## src/rtl/lhr_pkg.sv

```systemverilog
// Package for the low-pass hysteresis rounder: widths, reset values,
// register indexes and input mode codes. No dependencies.
`default_nettype none

package lhr_pkg;

  // Default payload geometry
  localparam int unsigned FRAC_BITS_DEF   = 8;
  localparam int unsigned SAMPLE_BITS_DEF = 16;

  // Configuration register widths and reset values
  localparam int unsigned ALPHA_W      = 3;
  localparam int unsigned DEADBAND_W   = 8;
  localparam int unsigned CFG_IDX_W    = 2;
  localparam int unsigned CFG_DATA_W   = 8;

  localparam logic [ALPHA_W-1:0]    ALPHA_RESET    = 3'd2;
  localparam logic [DEADBAND_W-1:0] DEADBAND_RESET = 8'd76;

  // Register indexes on the configuration port
  typedef enum logic [CFG_IDX_W-1:0] {
    CFG_ALPHA_SHIFT = 2'd0,
    CFG_DEADBAND    = 2'd1
  } cfg_reg_e;

  // Input item modes
  typedef enum logic {
    MODE_UPDATE = 1'b0,
    MODE_SEED   = 1'b1
  } mode_e;

endpackage : lhr_pkg

`default_nettype wire

```

## src/rtl/lhr_stream_if.sv

```systemverilog
// Valid/ready channel interfaces for the input and result transactions.
// Depends on lhr_pkg for the default sample width.
`default_nettype none

interface lhr_in_if #(
  parameter int unsigned SAMPLE_BITS = lhr_pkg::SAMPLE_BITS_DEF
);
  logic                          valid;
  logic                          ready;
  logic                          mode;
  logic signed [SAMPLE_BITS-1:0] sample;

  modport source (output valid, output mode, output sample, input ready);
  modport sink   (input valid, input mode, input sample, output ready);
endinterface : lhr_in_if

interface lhr_out_if #(
  parameter int unsigned SAMPLE_BITS = lhr_pkg::SAMPLE_BITS_DEF
);
  logic                          valid;
  logic                          ready;
  logic signed [SAMPLE_BITS-1:0] display_value;

  modport source (output valid, output display_value, input ready);
  modport sink   (input valid, input display_value, output ready);
endinterface : lhr_out_if

`default_nettype wire

```

## src/rtl/lowpass_hysteresis_rounder.sv

```systemverilog
// Top level: exponential moving average with a hysteresis rounder for display.
// Depends on lhr_pkg and the channel interfaces in lhr_stream_if.sv.
//
//   channel   direction  handshake      payload
//   in_i      sink       valid/ready    mode, sample
//   out_o     source     valid/ready    display_value
//   cfg       write      cfg_we_i       cfg_idx_i, cfg_data_i
//
// One transaction per cycle sustained while out_o is not stalled; an item passes the
// input register, then filter update and rounding into the result register.
// The filter/shown state feeds back within the second stage, so each item
// sees the state left by the one before it.
// Reset clears state to zero, unprimed, with register reset values.
// A stall on out_o holds the result; in_i keeps accepting until both the
// input and the result register are full.
`default_nettype none

module lowpass_hysteresis_rounder #(
  parameter int unsigned FRAC_BITS   = lhr_pkg::FRAC_BITS_DEF,
  parameter int unsigned SAMPLE_BITS = lhr_pkg::SAMPLE_BITS_DEF
) (
  input  wire logic                            clk_i,
  input  wire logic                            rst_ni,
  lhr_in_if.sink                               in_i,
  lhr_out_if.source                            out_o,
  input  wire logic                            cfg_we_i,
  input  wire logic [lhr_pkg::CFG_IDX_W-1:0]   cfg_idx_i,
  input  wire logic [lhr_pkg::CFG_DATA_W-1:0]  cfg_data_i
);

  localparam int unsigned FW = SAMPLE_BITS + FRAC_BITS;  // filter width
  localparam int unsigned CW = FW + 10;                  // compare width

  localparam logic signed [CW-1:0] HalfC = CW'(1) << (FRAC_BITS - 1);
  localparam logic signed [FW:0]   HalfR = (FW + 1)'(1) << (FRAC_BITS - 1);

  // Configuration registers
  logic [lhr_pkg::ALPHA_W-1:0]    alpha_q;
  logic [lhr_pkg::DEADBAND_W-1:0] deadband_q;

  // Input register
  logic                          s1_valid_q;
  logic                          s1_mode_q;
  logic signed [SAMPLE_BITS-1:0] s1_sample_q;

  // Filter state
  logic signed [FW-1:0]          filt_q, filt_d;
  logic signed [SAMPLE_BITS-1:0] shown_q, shown_d;
  logic                          primed_q;

  // Result register
  logic                          res_valid_q;
  logic signed [SAMPLE_BITS-1:0] res_value_q;

  logic out_free;
  logic s1_fire;
  logic in_fire;

  logic signed [FW-1:0] target;
  logic signed [FW:0]   diff;
  logic signed [FW:0]   step;
  logic signed [FW:0]   sum;
  logic signed [FW-1:0] filt_new;
  logic signed [FW-1:0] shown_scaled;
  logic signed [CW-1:0] filt_x;
  logic signed [CW-1:0] shown_x;
  logic signed [CW-1:0] edge_x;
  logic signed [FW:0]   round_sum;
  logic                 move;

  // Handshake: the result slot frees when empty or being taken
  assign out_free    = !res_valid_q || out_o.ready;
  assign s1_fire     = s1_valid_q && out_free;
  assign in_i.ready  = !s1_valid_q || out_free;
  assign in_fire     = in_i.valid && in_i.ready;

  assign out_o.valid         = res_valid_q;
  assign out_o.display_value = res_value_q;

  // Write configuration registers; drop writes to unknown indexes
  always_ff @(posedge clk_i or negedge rst_ni) begin
    if (!rst_ni) begin
      alpha_q    <= lhr_pkg::ALPHA_RESET;
      deadband_q <= lhr_pkg::DEADBAND_RESET;
    end else if (cfg_we_i) begin
      case (lhr_pkg::cfg_reg_e'(cfg_idx_i))
        lhr_pkg::CFG_ALPHA_SHIFT: alpha_q    <= cfg_data_i[lhr_pkg::ALPHA_W-1:0];
        lhr_pkg::CFG_DEADBAND:    deadband_q <= cfg_data_i[lhr_pkg::DEADBAND_W-1:0];
        default: ;
      endcase
    end
  end

  // Capture the input transaction
  always_ff @(posedge clk_i or negedge rst_ni) begin
    if (!rst_ni) begin
      s1_valid_q <= 1'b0;
    end else if (in_i.ready) begin
      s1_valid_q <= in_i.valid;
    end
  end

  always_ff @(posedge clk_i) begin
    if (in_fire) begin
      s1_mode_q   <= in_i.mode;
      s1_sample_q <= in_i.sample;
    end
  end

  // Filter step and hysteresis decision
  always_comb begin
    target    = {s1_sample_q, {FRAC_BITS{1'b0}}};
    diff      = {target[FW-1], target} - {filt_q[FW-1], filt_q};
    step      = diff >>> alpha_q;
    sum       = {filt_q[FW-1], filt_q} + step;
    filt_new  = sum[FW-1:0];

    shown_scaled = {shown_q, {FRAC_BITS{1'b0}}};
    filt_x    = CW'(filt_new);
    shown_x   = CW'(shown_scaled);
    edge_x    = HalfC + CW'($unsigned(deadband_q));
    move      = (filt_x >= shown_x + edge_x) || (filt_x <= shown_x - edge_x);

    round_sum = {filt_new[FW-1], filt_new} + HalfR;

    if (!primed_q || s1_mode_q == lhr_pkg::MODE_SEED) begin
      filt_d  = target;
      shown_d = s1_sample_q;
    end else begin
      filt_d  = filt_new;
      shown_d = move ? round_sum[FW-1:FRAC_BITS] : shown_q;
    end
  end

  // Advance state on each processed transaction
  always_ff @(posedge clk_i or negedge rst_ni) begin
    if (!rst_ni) begin
      filt_q   <= '0;
      shown_q  <= '0;
      primed_q <= 1'b0;
    end else if (s1_fire) begin
      filt_q   <= filt_d;
      shown_q  <= shown_d;
      primed_q <= 1'b1;
    end
  end

  // Result register
  always_ff @(posedge clk_i or negedge rst_ni) begin
    if (!rst_ni) begin
      res_valid_q <= 1'b0;
    end else if (out_free) begin
      res_valid_q <= s1_valid_q;
    end
  end

  always_ff @(posedge clk_i) begin
    if (s1_fire) begin
      res_value_q <= shown_d;
    end
  end

endmodule : lowpass_hysteresis_rounder

`default_nettype wire

```

## src/flat_wrapper.sv

```systemverilog
// flat-port wrapper written by rule: the top's interface ports become plain ports
module lowpass_hysteresis_rounder_flat 
#(
  parameter int unsigned FRAC_BITS   = lhr_pkg::FRAC_BITS_DEF,
  parameter int unsigned SAMPLE_BITS = lhr_pkg::SAMPLE_BITS_DEF
)
  (clk_i, rst_ni, cfg_we_i, cfg_idx_i, cfg_data_i, in_i_valid, in_i_mode, in_i_sample, in_i_ready, out_o_valid, out_o_display_value, out_o_ready);
  lhr_in_if #(.SAMPLE_BITS(SAMPLE_BITS)) in_i_i ();
  lhr_out_if #(.SAMPLE_BITS(SAMPLE_BITS)) out_o_i ();
  input  wire logic clk_i;
  input  wire logic rst_ni;
  input  wire logic cfg_we_i;
  input  wire logic [lhr_pkg::CFG_IDX_W-1:0] cfg_idx_i;
  input  wire logic [lhr_pkg::CFG_DATA_W-1:0] cfg_data_i;
  input wire logic [$bits(in_i_i.valid)-1:0] in_i_valid;
  input wire logic [$bits(in_i_i.mode)-1:0] in_i_mode;
  input wire logic [$bits(in_i_i.sample)-1:0] in_i_sample;
  output wire logic [$bits(in_i_i.ready)-1:0] in_i_ready;
  output wire logic [$bits(out_o_i.valid)-1:0] out_o_valid;
  output wire logic [$bits(out_o_i.display_value)-1:0] out_o_display_value;
  input wire logic [$bits(out_o_i.ready)-1:0] out_o_ready;
  assign in_i_i.valid = in_i_valid;
  assign in_i_i.mode = in_i_mode;
  assign in_i_i.sample = in_i_sample;
  assign in_i_ready = in_i_i.ready;
  assign out_o_valid = out_o_i.valid;
  assign out_o_display_value = out_o_i.display_value;
  assign out_o_i.ready = out_o_ready;
  lowpass_hysteresis_rounder #(.FRAC_BITS(FRAC_BITS), .SAMPLE_BITS(SAMPLE_BITS)) u_core (.clk_i(clk_i), .rst_ni(rst_ni), .in_i(in_i_i), .out_o(out_o_i), .cfg_we_i(cfg_we_i), .cfg_idx_i(cfg_idx_i), .cfg_data_i(cfg_data_i));
endmodule
```

## config.mk

```make
export PLATFORM = sky130hd
export DESIGN_NAME = lowpass_hysteresis_rounder_flat
export DESIGN_NICKNAME = d
export VERILOG_FILES = /design/src/rtl/lhr_pkg.sv /design/src/rtl/lhr_stream_if.sv /design/src/rtl/lowpass_hysteresis_rounder.sv /design/src/flat_wrapper.sv
export SDC_FILE = /design/constraint.sdc
export NUM_CORES = 1
export LEC_CHECK = 0
export BUFFER_PORTS_ARGS = -buffer_cell sky130_fd_sc_hd__buf_2
export CAP_MARGIN = 20
export CORE_MARGIN = 2
export CORE_UTILIZATION = 35
export CTS_BUF_LIST = sky130_fd_sc_hd__clkbuf_2
export DETAILED_ROUTE_END_ITERATION = 8
export PLACE_DENSITY_LB_ADDON = 0.08
export SKIP_CTS_REPAIR_TIMING = 1
export SYNTH_ARGS = -nofsm -noshare
export SYNTH_HDL_FRONTEND = slang
export SYNTH_SLANG_ARGS = --single-unit
```

## constraint.sdc

```tcl
create_clock -name clk_i -period 16.15 [get_ports clk_i]
set_input_delay 4.845 -clock clk_i [delete_from_list [all_inputs] [get_ports clk_i]]
set_output_delay 4.845 -clock clk_i [all_outputs]
set_load 0.01 [all_outputs]
```

# After elaboration in Yosys (flattened, before gate mapping)
# Index checks and enable logic that the tools add are counted.
# word_totals
regBits	87
inputBits	32
out_inout_bits	18
word_cells	35
# op_classes
add_sub_neg	6
order_cmp	2
n_eq_ne	1
shifts	1
n_mux	3
n_reduce_logical	12
# op_table
cell	n
$ge 24x34->1	1
$le 24x34->1	1
$mux 16	2
$add 24x10->25	1
$sshr 25x3->24	1
$sub 24x10->25	1
$sub 24x24->25	1
$add 24x24->24	1
$add 24x9->24 const B	1
$mux 24	1
$add 8x8->9 const A	1
$logic_or 1x1->1	4
$reduce_and 2->1	2
$logic_not 1->1	3
$eq 2x1->1 const B	1
$logic_and 1x1->1	2
$logic_not 2->1	1

# Longest topological paths before layout
# logic_depth
ltp_word	7
ltp_mapped	33
depth_no_buf	31

# Worst setup path after synthesis
# OpenSTA, ideal clock, no wires.
# synth_path
path_type	input to output
startpoint	input port out_o_ready
endpoint	output port in_i_ready
arrival_ps	5054
required_ps	11305
path_slack_ps	6251
cell_stages	1
path_buffers	0
cell_sequence	nand3b_1
# synth_via
elab_chain_cells	2
# synth_lines
element	line	source
start, declared	flat_wrapper.sv:21	input wire logic [$bits(out_o_i.ready)-1:0] out_o_ready;
$logic_or 1x1->1	lowpass_hysteresis_rounder.sv:72	assign out_free = !res_valid_q || out_o.ready;
$logic_or 1x1->1	lowpass_hysteresis_rounder.sv:74	assign in_i.ready = !s1_valid_q || out_free;
end, declared	flat_wrapper.sv:18	output wire logic [$bits(in_i_i.ready)-1:0] in_i_ready;
# Every way passes these cells.

# Worst setup path after layout
# Ends and elaborated chain as after synthesis.

==> results_dict.tcl <==
set metrics [dict create \
    status "completed" \
    drt_wl_total_mm 27.2 \
    clock-root-buffer "clkbuf_2" \
    antenna_left 0 \
    start_util_pct 35.9 \
    crit_arrival_ns 5.28 \
    worstPathRequired_ns 11.30 \
    max_slew_margin_pct 46.8 \
    n_fill_cell 2628 \
    clk_latency_ns 0.66 \
    grt-ovfl-total 0 \
    crit_path_max_incr_delay_ns 0.18 \
    setup_viol 0 \
    antenna_found_initial 1 \
    fin_util_pct 38.7 \
    placed_cell_area_um2 9640 \
    cpMaxStageDelayCell "nand3b_1" \
    wl_per_cell_um 18.9 \
    clk_pin_slew_worst_paths_ns 0.26 \
    path_cells "buf_2, nand3b_1, buf_2" \
    synth_edf_count 33 \
    worst_clock_skew_ns 0.0551 \
    synth_cell_types 85 \
    fin_area_um2 9790 \
    core_area_um2 25300 \
    synthesis.nets 1205 \
    drc 0 \
    worstSetupStartpointType "input port" \
    ioPinCount 50 \
    grt_pass1_vias 7753 \
    path_max_fanout 3 \
    dp_cells 1426 \
    finalSetupTns_ns 0 \
    fmax_mhz 98.7 \
    via_count 8047 \
    cap_viol_max_count 0 \
    hold_depth 1 \
    layout_worst_path_cycle_share_pct 62.7 \
    hold_class "reg -> reg" \
    ys_seq_elements 87 \
    finalHoldViolCount 0 \
    mostFrequentLayoutCells "nand2_1 (111), nor2_1 (95), ha_1 (91)" \
    die_w_um 165 \
    avgSynthCellArea_um2 8.40 \
    dieHeight_um 165 \
    final_nets 1231 \
    period_needed_ns 10.13 \
    track_usage_pct 20.8 \
    drive_gt1_share_pct 12.0 \
    cts_buffers 9 \
    die-area_um2 27300 \
    syn2layout_area_growth_pct 7.82 \
    finalMaxSlewViolations 0 \
    final_cells 1443 \
    detail_route.first_pass.iterations 7 \
    rsz0062_at_grt "no" \
    mostFrequentLayoutCell "nand2_1" \
    cts_max_level 3 \
    crit_path_end_kind "output port" \
    syn_inst 1081 \
    cpMostUsedCell "buf_2" \
    clock-sinks 87 \
    grt_max_degree 55 \
    yosysSeqAreaShare_pct 25.8 \
    dr.first_iter.drc_count 567 \
    synth_area_um2 9080 \
    synthFlopType "dfrtp_1" \
    rows 58 \
    portBuffers 49 \
    synth_warnings 0 \
    worstSetupPathType "in -> out" \
    hpwl_mm 21.3 \
    vias_per_cell 5.58 \
    grt_pass1_wl_mm 43.6 \
    reg2reg_depth 29 \
    cts_buffer_depth 2 \
    cts_tree "done" \
    synth-async-reset-ratio_pct 62.1 \
    worst_pin_slew_ns 0.799 \
    gp_congestion 0.852 \
]
==> flip-flops by register name, indices dropped and copies added, names as in the netlist <==
signal	count
u_core.out_o.valid	1
u_core.s1_mode_q	1
u_core.filt_q	24
u_core.s1_sample_q	16
u_core.shown_q	16
u_core.deadband_q	8
u_core.s1_valid_q	1
u_core.alpha_q	3
u_core.out_o.display_value	16
u_core.primed_q	1
==> routing by layer <==
metal | global-route usage (%) | up-vias | share of wire (%)
li1 | - | 4037 | -
met1 | 31.1 | 3847 | 52
met2 | 32.6 | 150 | 44
met3 | 1.95 | 13 | 3.0
met4 | 3.95 | 0 | 0.94
met5 | 0 | - | 0
==> stage by stage <==
stage	worst slack, ns	hold WS [ns]
after CTS	6.01	0.534
after detailed placement	6.02	0.480
after global placement	6.04	0.469
final	6.02	0.529
after global routing	5.99	0.554
after floorplan	6.25	0.450
==> area by class of cell <==
cell class | instances | area (µm²) | area share, %
sequential | 87 | 2350 | 24.0
tap | 330 | 413 | 4.22
multi-input combinational | 883 | 6290 | 64.3
inverter | 63 | 236 | 2.41
clock buffer | 9 | 45.0 | 0.460
clock inverter | 7 | 105 | 1.07
timing repair buffer | 63 | 350 | 3.58
antenna | 1 | 2.50 | 0.0255
==> critical path, delay by kind of cell <==
| family | cells | cell delay [ns] |
|---|---|---|
| buffers and inverters | 2 | 0.26 |
| AND/OR/NAND/NOR | 1 | 0.18 |
==> synthesized netlist by cell type, types with 11 or more instances <==
library cell	n	area [µm²]
a21o_1	14	105
mux2i_1	32	320
nand2_1	111	417
mux2_2	27	304
a31oi_1	17	106
nor3_1	39	195
edfxtp_1	33	991
inv_1	62	233
nand3_1	19	95.1
xor2_1	24	210
dfrtp_1	50	1250
ha_1	91	1140
nor2_1	95	357
a221oi_1	13	114
o31ai_1	16	120
clkbuf_1	29	109
nand4_1	19	119
and2_1	15	93.8
nand2b_1	11	68.8
xnor2_1	57	499
o21ai_0	59	295
a21oi_1	63	315
==> logic make-up (layout without fill, tap and decap cells) <==
family / Yosys count / after routing / share of synthesized area (%)
simple gates: 371 / 371 / 20.0
compound gates: 274 / 274 / 20.6
buf+inv: 111 / 142 / 4.89
fa+ha+maj: 94 / 94 / 13.0
flops: 87 / 87 / 25.8
xor+xnor: 81 / 81 / 7.81
mux: 63 / 63 / 7.87
other cells: 0 / 1 / 0
==> final timing paths <==
path / start / to / slack [ns]
setup / recovery: out_o_ready / in_i_ready / 6.02
hold / removal: u_core.s1_valid_q$_DFFE_PN0N_ / u_core.out_o.valid$_DFFE_PN0P_ / 0.53
setup reg to reg: u_core.s1_sample_q[1]$_DFFE_PP_ / u_core.out_o.display_value[5]$_DFFE_PP_ / 7.27
hold reg to reg: u_core.s1_valid_q$_DFFE_PN0N_ / u_core.out_o.valid$_DFFE_PN0P_ / 0.53
max in group asynchronous: rst_ni / u_core.out_o.valid$_DFFE_PN0P_ / 11.29
min in group asynchronous: rst_ni / u_core.shown_q[8]$_DFFE_PN0P_ / 4.30
Power is left out: the tool's default activity adds up to more than one toggle a clock period on the data nets, which glitch-free logic cannot reach.
